--- src/rtl/tlprc_pkg.sv ---
// Shared widths, codes and configuration types for the long-press right click core.
package tlprc_pkg;

   // Width of one scaled or raw axis value.
   localparam int AXIS_W = 16;
   // Width of the contact identifier.
   localparam int CID_W = 8;
   // Width of the orientation register.
   localparam int ORIENT_W = 3;
   // Width of the button code.
   localparam int BTN_W = 2;
   // Width of the configuration register index.
   localparam int CSR_IDX_W = 3;
   // Width of the hover counter.
   localparam int HOVER_W = 2;

   // Full scale of an axis after scaling.
   localparam logic [AXIS_W-1:0] FULL_SCALE = 16'hFFFF;
   // Last hover count that still reports no button.
   localparam logic [HOVER_W-1:0] HOVER_LAST = 2'd2;

   // Reset values of the configuration registers.
   localparam logic [AXIS_W-1:0]   RST_MAX_X  = 16'd4095;
   localparam logic [AXIS_W-1:0]   RST_MAX_Y  = 16'd4095;
   localparam logic [ORIENT_W-1:0] RST_ORIENT = 3'd0;
   localparam logic [AXIS_W-1:0]   RST_RANGE  = 16'd1000;
   localparam logic [AXIS_W-1:0]   RST_COUNT  = 16'd35;

   // Orientation bits.
   localparam int ORIENT_SWAP  = 0;
   localparam int ORIENT_INV_X = 1;
   localparam int ORIENT_INV_Y = 2;

   // Button codes.
   localparam logic [BTN_W-1:0] BTN_NONE     = 2'd0;
   localparam logic [BTN_W-1:0] BTN_LEFT     = 2'd1;
   localparam logic [BTN_W-1:0] BTN_RIGHT    = 2'd2;
   localparam logic [BTN_W-1:0] BTN_RESERVED = 2'd3;

   // Configuration register indexes.
   typedef enum logic [CSR_IDX_W-1:0] {
      REG_MAX_X  = 3'd0,
      REG_MAX_Y  = 3'd1,
      REG_ORIENT = 3'd2,
      REG_RANGE  = 3'd3,
      REG_COUNT  = 3'd4
   } reg_index_type;

   // Settings used by the gesture tracker.
   typedef struct packed {
      logic [ORIENT_W-1:0] orientation;
      logic [AXIS_W-1:0]   press_range;
      logic [AXIS_W-1:0]   press_count;
   } gesture_cfg_type;

endpackage

--- src/rtl/touch_long_press_right_click_core.sv ---
// An accepted report runs through the bit-serial dividers and the tracker into the
// result register when it is free; a result still waiting holds the core until it
// is taken, and no new report is accepted until the last one has been committed.
// A report with both tips clear is dropped in its accept cycle and gives no result.
// Reset (synchronous, active high) restores the register defaults and clears
// the tracker state and both handshakes.
// Top level of the long-press right click core: handshakes, registers, sequencing.
module touch_long_press_right_click_core (
   input  logic                                   clock,
   input  logic                                   reset,
   input  logic                                   req_valid,
   output logic                                   req_ready,
   input  logic [tlprc_pkg::AXIS_W-1:0]           req_raw_x,
   input  logic [tlprc_pkg::AXIS_W-1:0]           req_raw_y,
   input  logic                                   req_tip_now,
   input  logic                                   req_tip_before,
   input  logic [tlprc_pkg::CID_W-1:0]            req_contact_id,
   output logic                                   rsp_valid,
   input  logic                                   rsp_ready,
   output logic [tlprc_pkg::AXIS_W-1:0]           rsp_out_x,
   output logic [tlprc_pkg::AXIS_W-1:0]           rsp_out_y,
   output logic [tlprc_pkg::BTN_W-1:0]            rsp_button_state,
   output logic [tlprc_pkg::CID_W-1:0]            rsp_out_contact_id,
   input  logic                                   csr_valid,
   output logic                                   csr_ready,
   input  logic [tlprc_pkg::CSR_IDX_W-1:0]        csr_index,
   input  logic [tlprc_pkg::AXIS_W-1:0]           csr_wdata
);
   import tlprc_pkg::*;

   typedef enum logic [1:0] {
      ST_IDLE,
      ST_DIV,
      ST_OUT
   } state_type;

   state_type         state_ff;
   logic [AXIS_W-1:0] max_x_ff;
   logic [AXIS_W-1:0] max_y_ff;
   gesture_cfg_type   cfg_ff;
   logic              tip_now_ff;
   logic              tip_before_ff;
   logic [CID_W-1:0]  cid_ff;
   logic              rsp_valid_ff;
   logic [AXIS_W-1:0] rsp_x_ff;
   logic [AXIS_W-1:0] rsp_y_ff;
   logic [BTN_W-1:0]  rsp_btn_ff;
   logic [CID_W-1:0]  rsp_cid_ff;
   logic              accept;
   logic              start;
   logic              div_done;
   logic              div_done_y;
   logic              commit;
   logic [AXIS_W-1:0] quo_x;
   logic [AXIS_W-1:0] quo_y;
   logic [AXIS_W-1:0] trk_x;
   logic [AXIS_W-1:0] trk_y;
   logic [BTN_W-1:0]  trk_btn;

   assign req_ready = (state_ff == ST_IDLE);
   assign csr_ready = 1'b1;
   assign accept    = req_valid && req_ready;
   assign start     = accept && (req_tip_now || req_tip_before);
   assign commit    = (state_ff == ST_OUT) && (!rsp_valid_ff || rsp_ready);

   // Configuration registers.
   always_ff @(posedge clock) begin
      if (reset) begin
         max_x_ff            <= RST_MAX_X;
         max_y_ff            <= RST_MAX_Y;
         cfg_ff.orientation  <= RST_ORIENT;
         cfg_ff.press_range  <= RST_RANGE;
         cfg_ff.press_count  <= RST_COUNT;
      end else if (csr_valid && csr_ready) begin
         case (csr_index)
            REG_MAX_X:  max_x_ff           <= csr_wdata;
            REG_MAX_Y:  max_y_ff           <= csr_wdata;
            REG_ORIENT: cfg_ff.orientation <= csr_wdata[ORIENT_W-1:0];
            REG_RANGE:  cfg_ff.press_range <= csr_wdata;
            REG_COUNT:  cfg_ff.press_count <= csr_wdata;
            default: begin
            end
         endcase
      end
   end

   // One divider lane per axis.
   tlprc_div u_div_x (
      .clock (clock),
      .reset (reset),
      .start (start),
      .raw   (req_raw_x),
      .max   (max_x_ff),
      .done  (div_done),
      .quo   (quo_x)
   );

   tlprc_div u_div_y (
      .clock (clock),
      .reset (reset),
      .start (start),
      .raw   (req_raw_y),
      .max   (max_y_ff),
      .done  (div_done_y),
      .quo   (quo_y)
   );

   tlprc_track u_track (
      .clock      (clock),
      .reset      (reset),
      .commit     (commit),
      .cfg        (cfg_ff),
      .x_scaled   (quo_x),
      .y_scaled   (quo_y),
      .tip_now    (tip_now_ff),
      .tip_before (tip_before_ff),
      .out_x      (trk_x),
      .out_y      (trk_y),
      .buttons    (trk_btn)
   );

   // Sequencer, item fields carried alongside the division, and the result register.
   always_ff @(posedge clock) begin
      if (reset) begin
         state_ff     <= ST_IDLE;
         rsp_valid_ff <= 1'b0;
      end else begin
         case (state_ff)
            ST_IDLE: begin
               if (start) begin
                  state_ff      <= ST_DIV;
                  tip_now_ff    <= req_tip_now;
                  tip_before_ff <= req_tip_before;
                  cid_ff        <= req_contact_id;
               end
            end
            ST_DIV: begin
               if (div_done) begin
                  state_ff <= ST_OUT;
               end
            end
            ST_OUT: begin
               if (commit) begin
                  state_ff   <= ST_IDLE;
                  rsp_x_ff   <= trk_x;
                  rsp_y_ff   <= trk_y;
                  rsp_btn_ff <= trk_btn;
                  rsp_cid_ff <= cid_ff;
               end
            end
            default: begin
               state_ff <= ST_IDLE;
            end
         endcase
         // A new result may replace one that leaves in the same cycle.
         if (commit) begin
            rsp_valid_ff <= 1'b1;
         end else if (rsp_ready) begin
            rsp_valid_ff <= 1'b0;
         end
      end
   end

   assign rsp_valid          = rsp_valid_ff;
   assign rsp_out_x          = rsp_x_ff;
   assign rsp_out_y          = rsp_y_ff;
   assign rsp_button_state   = rsp_btn_ff;
   assign rsp_out_contact_id = rsp_cid_ff;

`ifndef SYNTHESIS
   // Both divider lanes finish together, and only while a division runs.
   assert property (@(posedge clock) disable iff (reset)
      (div_done == div_done_y) && (!div_done || state_ff == ST_DIV))
      else $error("divider lanes out of step");

   // A committed item shows up as a valid result in the next cycle.
   assert property (@(posedge clock) disable iff (reset) commit |=> rsp_valid)
      else $error("committed item not presented");

   // A report with both tips clear starts no work.
   assert property (@(posedge clock) disable iff (reset)
      (accept && !req_tip_now && !req_tip_before) |=> (state_ff == ST_IDLE))
      else $error("dropped item started a division");

   // The reserved button code is never reported.
   assert property (@(posedge clock) disable iff (reset)
      rsp_valid |-> (rsp_button_state != BTN_RESERVED))
      else $error("reserved button code reported");
`endif

endmodule

--- src/rtl/tlprc_div.sv ---
// Bit-serial restoring divider that scales one raw axis to full scale.
module tlprc_div (
   input  logic                          clock,
   input  logic                          reset,
   input  logic                          start,
   input  logic [tlprc_pkg::AXIS_W-1:0]  raw,
   input  logic [tlprc_pkg::AXIS_W-1:0]  max,
   output logic                          done,
   output logic [tlprc_pkg::AXIS_W-1:0]  quo
);
   import tlprc_pkg::*;

   localparam int CNT_W = $clog2(AXIS_W + 1);

   logic [2*AXIS_W-1:0] prod;
   logic [AXIS_W:0]     trial;
   logic [AXIS_W:0]     diff;
   logic                fits;
   logic [AXIS_W-1:0]   rem_ff;
   logic [AXIS_W-1:0]   rem_in;
   logic [AXIS_W-1:0]   num_ff;
   logic [AXIS_W-1:0]   quo_ff;
   logic                sat_ff;
   logic [CNT_W-1:0]    cnt_ff;
   logic                done_ff;

   // Dividend is raw times full scale, formed as a shift and a subtract.
   assign prod = {raw, {AXIS_W{1'b0}}} - {{AXIS_W{1'b0}}, raw};

   // One quotient bit per cycle: bring down the next dividend bit and try the divisor.
   assign trial  = {rem_ff, num_ff[AXIS_W-1]};
   assign diff   = trial - {1'b0, max};
   assign fits   = (trial >= {1'b0, max});
   assign rem_in = fits ? diff[AXIS_W-1:0] : trial[AXIS_W-1:0];

   // Iteration counter and completion pulse.
   always_ff @(posedge clock) begin
      if (reset) begin
         cnt_ff  <= '0;
         done_ff <= 1'b0;
      end else begin
         done_ff <= 1'b0;
         if (start) begin
            cnt_ff <= CNT_W'(AXIS_W);
         end else if (cnt_ff != '0) begin
            cnt_ff <= cnt_ff - 1'b1;
            if (cnt_ff == CNT_W'(1)) begin
               done_ff <= 1'b1;
            end
         end
      end
   end

   // Remainder, dividend and quotient shift registers. A quotient that would not
   // fit in the axis width (upper dividend half at or above the divisor) saturates,
   // which also covers a zero divisor.
   always_ff @(posedge clock) begin
      if (start) begin
         rem_ff <= prod[2*AXIS_W-1:AXIS_W];
         num_ff <= prod[AXIS_W-1:0];
         sat_ff <= (prod[2*AXIS_W-1:AXIS_W] >= max);
      end else if (cnt_ff != '0) begin
         rem_ff <= rem_in;
         num_ff <= {num_ff[AXIS_W-2:0], 1'b0};
         quo_ff <= {quo_ff[AXIS_W-2:0], fits};
      end
   end

   assign done = done_ff;
   assign quo  = sat_ff ? FULL_SCALE : quo_ff;

endmodule

--- src/rtl/tlprc_track.sv ---
// Orientation, long-press detection and button state for one finger.
module tlprc_track (
   input  logic                               clock,
   input  logic                               reset,
   input  logic                               commit,
   input  tlprc_pkg::gesture_cfg_type         cfg,
   input  logic [tlprc_pkg::AXIS_W-1:0]       x_scaled,
   input  logic [tlprc_pkg::AXIS_W-1:0]       y_scaled,
   input  logic                               tip_now,
   input  logic                               tip_before,
   output logic [tlprc_pkg::AXIS_W-1:0]       out_x,
   output logic [tlprc_pkg::AXIS_W-1:0]       out_y,
   output logic [tlprc_pkg::BTN_W-1:0]        buttons
);
   import tlprc_pkg::*;

   logic [AXIS_W-1:0]  ref_x_ff;
   logic [AXIS_W-1:0]  ref_y_ff;
   logic [AXIS_W-1:0]  still_ff;
   logic               armed_ff;
   logic [HOVER_W-1:0] hover_ff;
   logic [AXIS_W-1:0]  ref_x_in;
   logic [AXIS_W-1:0]  ref_y_in;
   logic [AXIS_W-1:0]  still_in;
   logic               armed_in;
   logic [HOVER_W-1:0] hover_in;
   logic [AXIS_W-1:0]  sw_x;
   logic [AXIS_W-1:0]  sw_y;
   logic [AXIS_W-1:0]  dx;
   logic [AXIS_W-1:0]  dy;
   logic [AXIS_W:0]    mag_x;
   logic [AXIS_W:0]    mag_y;
   logic               is_still;
   logic [AXIS_W-1:0]  still_inc;
   logic               lift;

   // Swap first, then invert each axis.
   assign sw_x  = cfg.orientation[ORIENT_SWAP] ? y_scaled : x_scaled;
   assign sw_y  = cfg.orientation[ORIENT_SWAP] ? x_scaled : y_scaled;
   assign out_x = cfg.orientation[ORIENT_INV_X] ? (FULL_SCALE - sw_x) : sw_x;
   assign out_y = cfg.orientation[ORIENT_INV_Y] ? (FULL_SCALE - sw_y) : sw_y;

   // Wrapped distance from the reference point, taken as a magnitude.
   assign dx    = ref_x_ff - out_x;
   assign dy    = ref_y_ff - out_y;
   assign mag_x = dx[AXIS_W-1] ? ((AXIS_W+1)'(1) << AXIS_W) - {1'b0, dx} : {1'b0, dx};
   assign mag_y = dy[AXIS_W-1] ? ((AXIS_W+1)'(1) << AXIS_W) - {1'b0, dy} : {1'b0, dy};
   assign is_still  = (mag_x < {1'b0, cfg.press_range}) && (mag_y < {1'b0, cfg.press_range});
   assign still_inc = still_ff + 1'b1;
   assign lift      = !tip_now && tip_before;

   // Next state of the long-press tracker and the reported button.
   always_comb begin
      ref_x_in = ref_x_ff;
      ref_y_in = ref_y_ff;
      still_in = still_ff;
      armed_in = armed_ff;
      hover_in = hover_ff;
      if (!armed_ff) begin
         if (is_still) begin
            still_in = still_inc;
            if (still_inc >= cfg.press_count) begin
               ref_x_in = '0;
               ref_y_in = '0;
               still_in = '0;
               armed_in = 1'b1;
            end
         end else begin
            ref_x_in = out_x;
            ref_y_in = out_y;
            still_in = '0;
         end
      end
      if (hover_ff <= HOVER_LAST) begin
         buttons  = BTN_NONE;
         hover_in = hover_ff + 1'b1;
      end else if (armed_in && tip_now) begin
         buttons = BTN_RIGHT;
      end else begin
         buttons = tip_now ? BTN_LEFT : BTN_NONE;
      end
      // A lift is reported with the old state, then ends the gesture.
      if (lift) begin
         hover_in = '0;
         armed_in = 1'b0;
      end
   end

   // Tracker state, updated once per reported item.
   always_ff @(posedge clock) begin
      if (reset) begin
         ref_x_ff <= '0;
         ref_y_ff <= '0;
         still_ff <= '0;
         armed_ff <= 1'b0;
         hover_ff <= '0;
      end else if (commit) begin
         ref_x_ff <= ref_x_in;
         ref_y_ff <= ref_y_in;
         still_ff <= still_in;
         armed_ff <= armed_in;
         hover_ff <= hover_in;
      end
   end

endmodule
--- config.mk ---
export PLATFORM = sky130hd
export DESIGN_NAME = touch_long_press_right_click_core
export DESIGN_NICKNAME = d
export VERILOG_FILES = /design/src/rtl/tlprc_pkg.sv /design/src/rtl/touch_long_press_right_click_core.sv /design/src/rtl/tlprc_div.sv /design/src/rtl/tlprc_track.sv
export SDC_FILE = /design/constraint.sdc
export NUM_CORES = 1
export LEC_CHECK = 0
export ABC_AREA = 0
export BUFFER_PORTS_ARGS = -buffer_cell sky130_fd_sc_hd__buf_2
export CORE_MARGIN = 4
export CORE_UTILIZATION = 50
export DETAILED_ROUTE_END_ITERATION = 10
export GPL_TIMING_DRIVEN = 0
export PLACE_DENSITY = 0.66
export REMOVE_ABC_BUFFERS = 1
export SYNTH_ARGS = -nofsm -noshare
export SYNTH_HDL_FRONTEND = slang
export SYNTH_HIERARCHICAL = 1
export SYNTH_SLANG_ARGS = --single-unit
--- constraint.sdc ---
create_clock -name clock -period 7.3 [get_ports clock]
set_input_delay 1.46 -clock clock [delete_from_list [all_inputs] [get_ports clock]]
set_output_delay 1.46 -clock clock [all_outputs]
set_load 0.1 [all_outputs]
==> run summary <==
worst r2r src: u_div_x/sat_ff
warnings from Yosys: 6
grt ovf: 0
sw frac: 35.7%
H-tree depth: 2
nets: 2,267
leakage: 9.04 nW
detailed-route DRC error count: 0
worst slew pin tran: 1.13 ns
first-pass GRT wire length: 73.3 mm
Syn Std Cell Area: 19,300 um2
Sw Pwr: 2.46 mW
Clock Pin Slew Worst Setup and Hold Paths: 0.06 ns
die height: 204 um
die area: 41,800 um2
Filler cells: 3,331
status: finished clean
# IOs: 111
Critical Path Sink Type: flip-flop
latest clock arrival within the worst-skew pair: 0.56 ns
layout cell share with drive strength beyond 1: 16.0%
hold crit path type: flip-flop to flip-flop
cts bufs inserted: 36
Multi-input gate area: 11,300 um2
CP required: 7.73 ns
reg-to-reg slack, setup: 0.44 ns
cell row count: 71
routability cong.: 0.915
Hold Fails Final Rpt: 0
Post-Layout Cell Count: 2,591
FF-to-FF End: u_track/ref_y_ff[6]
Die Wd: 204 um
post-DR wirelength/cell: 17.6 um
Tot GR Track Use: 21.4%
antenna viol nets, final: 0
critical path fanouts, max: 18
Fin Clk Skew: 0.0227 ns
arrival time at the worst endpoint: 7.29 ns
syn_area_per_cell: 9.76 um2
Max IR drop VDD: 0.206 mV
pin count of the biggest net entering global routing: 69
worst hold stages: 0
ANT cells: 0
max_cap viols: 0
Area Overhead vs Synth: 12.0%
Setup Crit Path Kind: flip-flop to flip-flop
Hold Slack: 0.421 ns
Max-slew headroom: 24.1%
pins over their slew limit: 0
Final Core Density: 57.1%
Clk pwr share: 26.9%
Pint: 4.42 mW
I/O Buffers: 109
CTS tree: done
Post-Place Cells: 2,522
fmax: 146 MHz
starting density of the core: 51.0%
initial antenna violation count: 0
final wirelength: 45.7 mm
part of the power in combinational logic: 39.3%
Vias: 14,800
Vias/cell: 5.72
hold path startpoint: cid_ff[6]
Register-to-Register Path Depth: 25
Mapped Cells: 1,976
# clock sinks: 282
Hold Crit Endpoint: rsp_out_contact_id[6]
crit path time final: 6.86 ns
Core Region: 37,800 um2
Reg power frac: 33.8%
CP startpoint kind: flip-flop
vias in the first global route: 14,300
clock buffer depth: 3
pwr dens: 318 nW/um2
Final Cycle Share: 93.9%
register area: 7150 um2
Hold-fix buffers, CTS: 0
RSZ-0062 raised after global routing: false
DRT Pass-1 Iters: 5
Setup Viol. Count Final: 0
Root Driver: clkbuf_16
Detailed Place HPWL: 33.9 mm
drt initial violations: 968
worst max-delay path, cell delays in order, from the launching register on:
cell       delay [ns]
edfxtp_1         0.59
or2_2            0.39
mux2i_1          0.18
xnor2_1          0.22
ha_1             0.28
nor2_1           0.05
mux2_1           0.33
o41ai_2          0.52
o221ai_1         0.19
nand3b_2         0.19
o211ai_1         0.15
a2111o_1         0.41
and3_1           0.28
mux2_1           0.40
ha_1             0.29
a21boi_0         0.12
o21a_1           0.17
o21a_1           0.17
o21a_1           0.16
o21ai_0          0.17
a211oi_1         0.11
o2111ai_1        0.24
o211a_2          0.52
nor3_4           0.13
buf_6            0.22
a22o_1           0.23
per-layer routing:
layer	track usage (%)	wire length (um)	up-vias
met3	2.79	1770	76
met2	36.1	21900	322
met1	28.6	20900	7071
met5	0	0	-
met4	6.68	1180	0
li1	-	-	7346
timing repair:
| item | CTS | global route |
|---|---|---|
| buffers inserted | 0 | 2 |
| endpoints found under the setup margin | 0 | 42 |
| endpoints found under the hold margin | 0 | 0 |
| gates resized for setup | 0 | 5 |
power by group through the flow:
stage	clock, mW	combinational [mW]	sequential [mW]
after floorplan	0	2.00	2.31
after global placement	0	2.55	2.35
after detailed placement	0	2.66	2.35
final	1.85	2.70	2.32
after global routing	1.97	3.00	2.36
after CTS	1.91	2.68	2.32
worst max-delay path by stage:
stage / from / end / slack [ns]
floorplan: cfg_ff[32] / u_track/ref_x_ff[0] / -0.69
global placement: req_valid / u_div_y/num_ff[2] / -4.26
detailed placement: u_div_x/sat_ff / u_track/ref_y_ff[3] / 0.18
CTS: u_div_x/sat_ff / u_track/ref_y_ff[6] / 0.1
global route: u_div_x/sat_ff / u_track/ref_y_ff[6] / 0.06
finish: u_div_x/sat_ff / u_track/ref_y_ff[6] / 0.44
registers in the layout (all words and copies together) (netlist names), 16 cells and up:
| register | count |
|---|---|
| u_track/ref_x_ff | 16 |
| u_div_x/num_ff | 16 |
| u_track/still_ff | 16 |
| max_x_ff | 16 |
| u_div_y/rem_ff | 16 |
| max_y_ff | 16 |
| cfg_ff | 35 |
| u_track/ref_y_ff | 16 |
| rsp_out_x | 16 |
| u_div_y/num_ff | 16 |
| u_div_x/quo_ff | 16 |
| u_div_y/quo_ff | 16 |
| u_div_x/rem_ff | 16 |
| rsp_out_y | 16 |
layout by cell type, fill, tap and decap left out, drive strengths merged, types with 17 or more instances in the layout:
cell	n
nand2b	74
clkbuf	51
o21a	19
nand4	28
edfxtp	150
xor2	56
mux2i	107
ha	147
nand2	95
buf	124
mux2	36
dfxtp	132
nor4	20
a21o	34
o21ai	51
nand3	48
a21oi	68
xnor2	106
a31oi	23
nor2	150
and3	24
o31ai	17
nor2b	22
nor3	57
a22o	38
or2	53
inv	137
final cells by class:
| type | count | share of cell area (%) |
|---|---|---|
| timing repair buffer | 124 | 3.63 |
| clock buffer | 51 | 5.01 |
| tap | 511 | 2.96 |
| inverter | 133 | 2.31 |
| clock inverter | 15 | 0.770 |
| sequential | 282 | 33.1 |
| multi-input combinational | 1475 | 52.2 |
stage by stage:
step	TNS, ns	worst slack [ns]	cell area (um2)	power (mW)
2_1_floorplan	-45.75	-0.690	18800	4.31
5_1_grt	0	0.0644	21600	7.33
3_3_place_gp	-588.63	-4.26	20000	4.90
3_5_place_dp	0	0.184	20300	5.01
4_1_cts	0	0.0996	21500	6.91
6_report	0	0.443	21600	6.88
No activity file was read; power rests on OpenSTA's default activity.
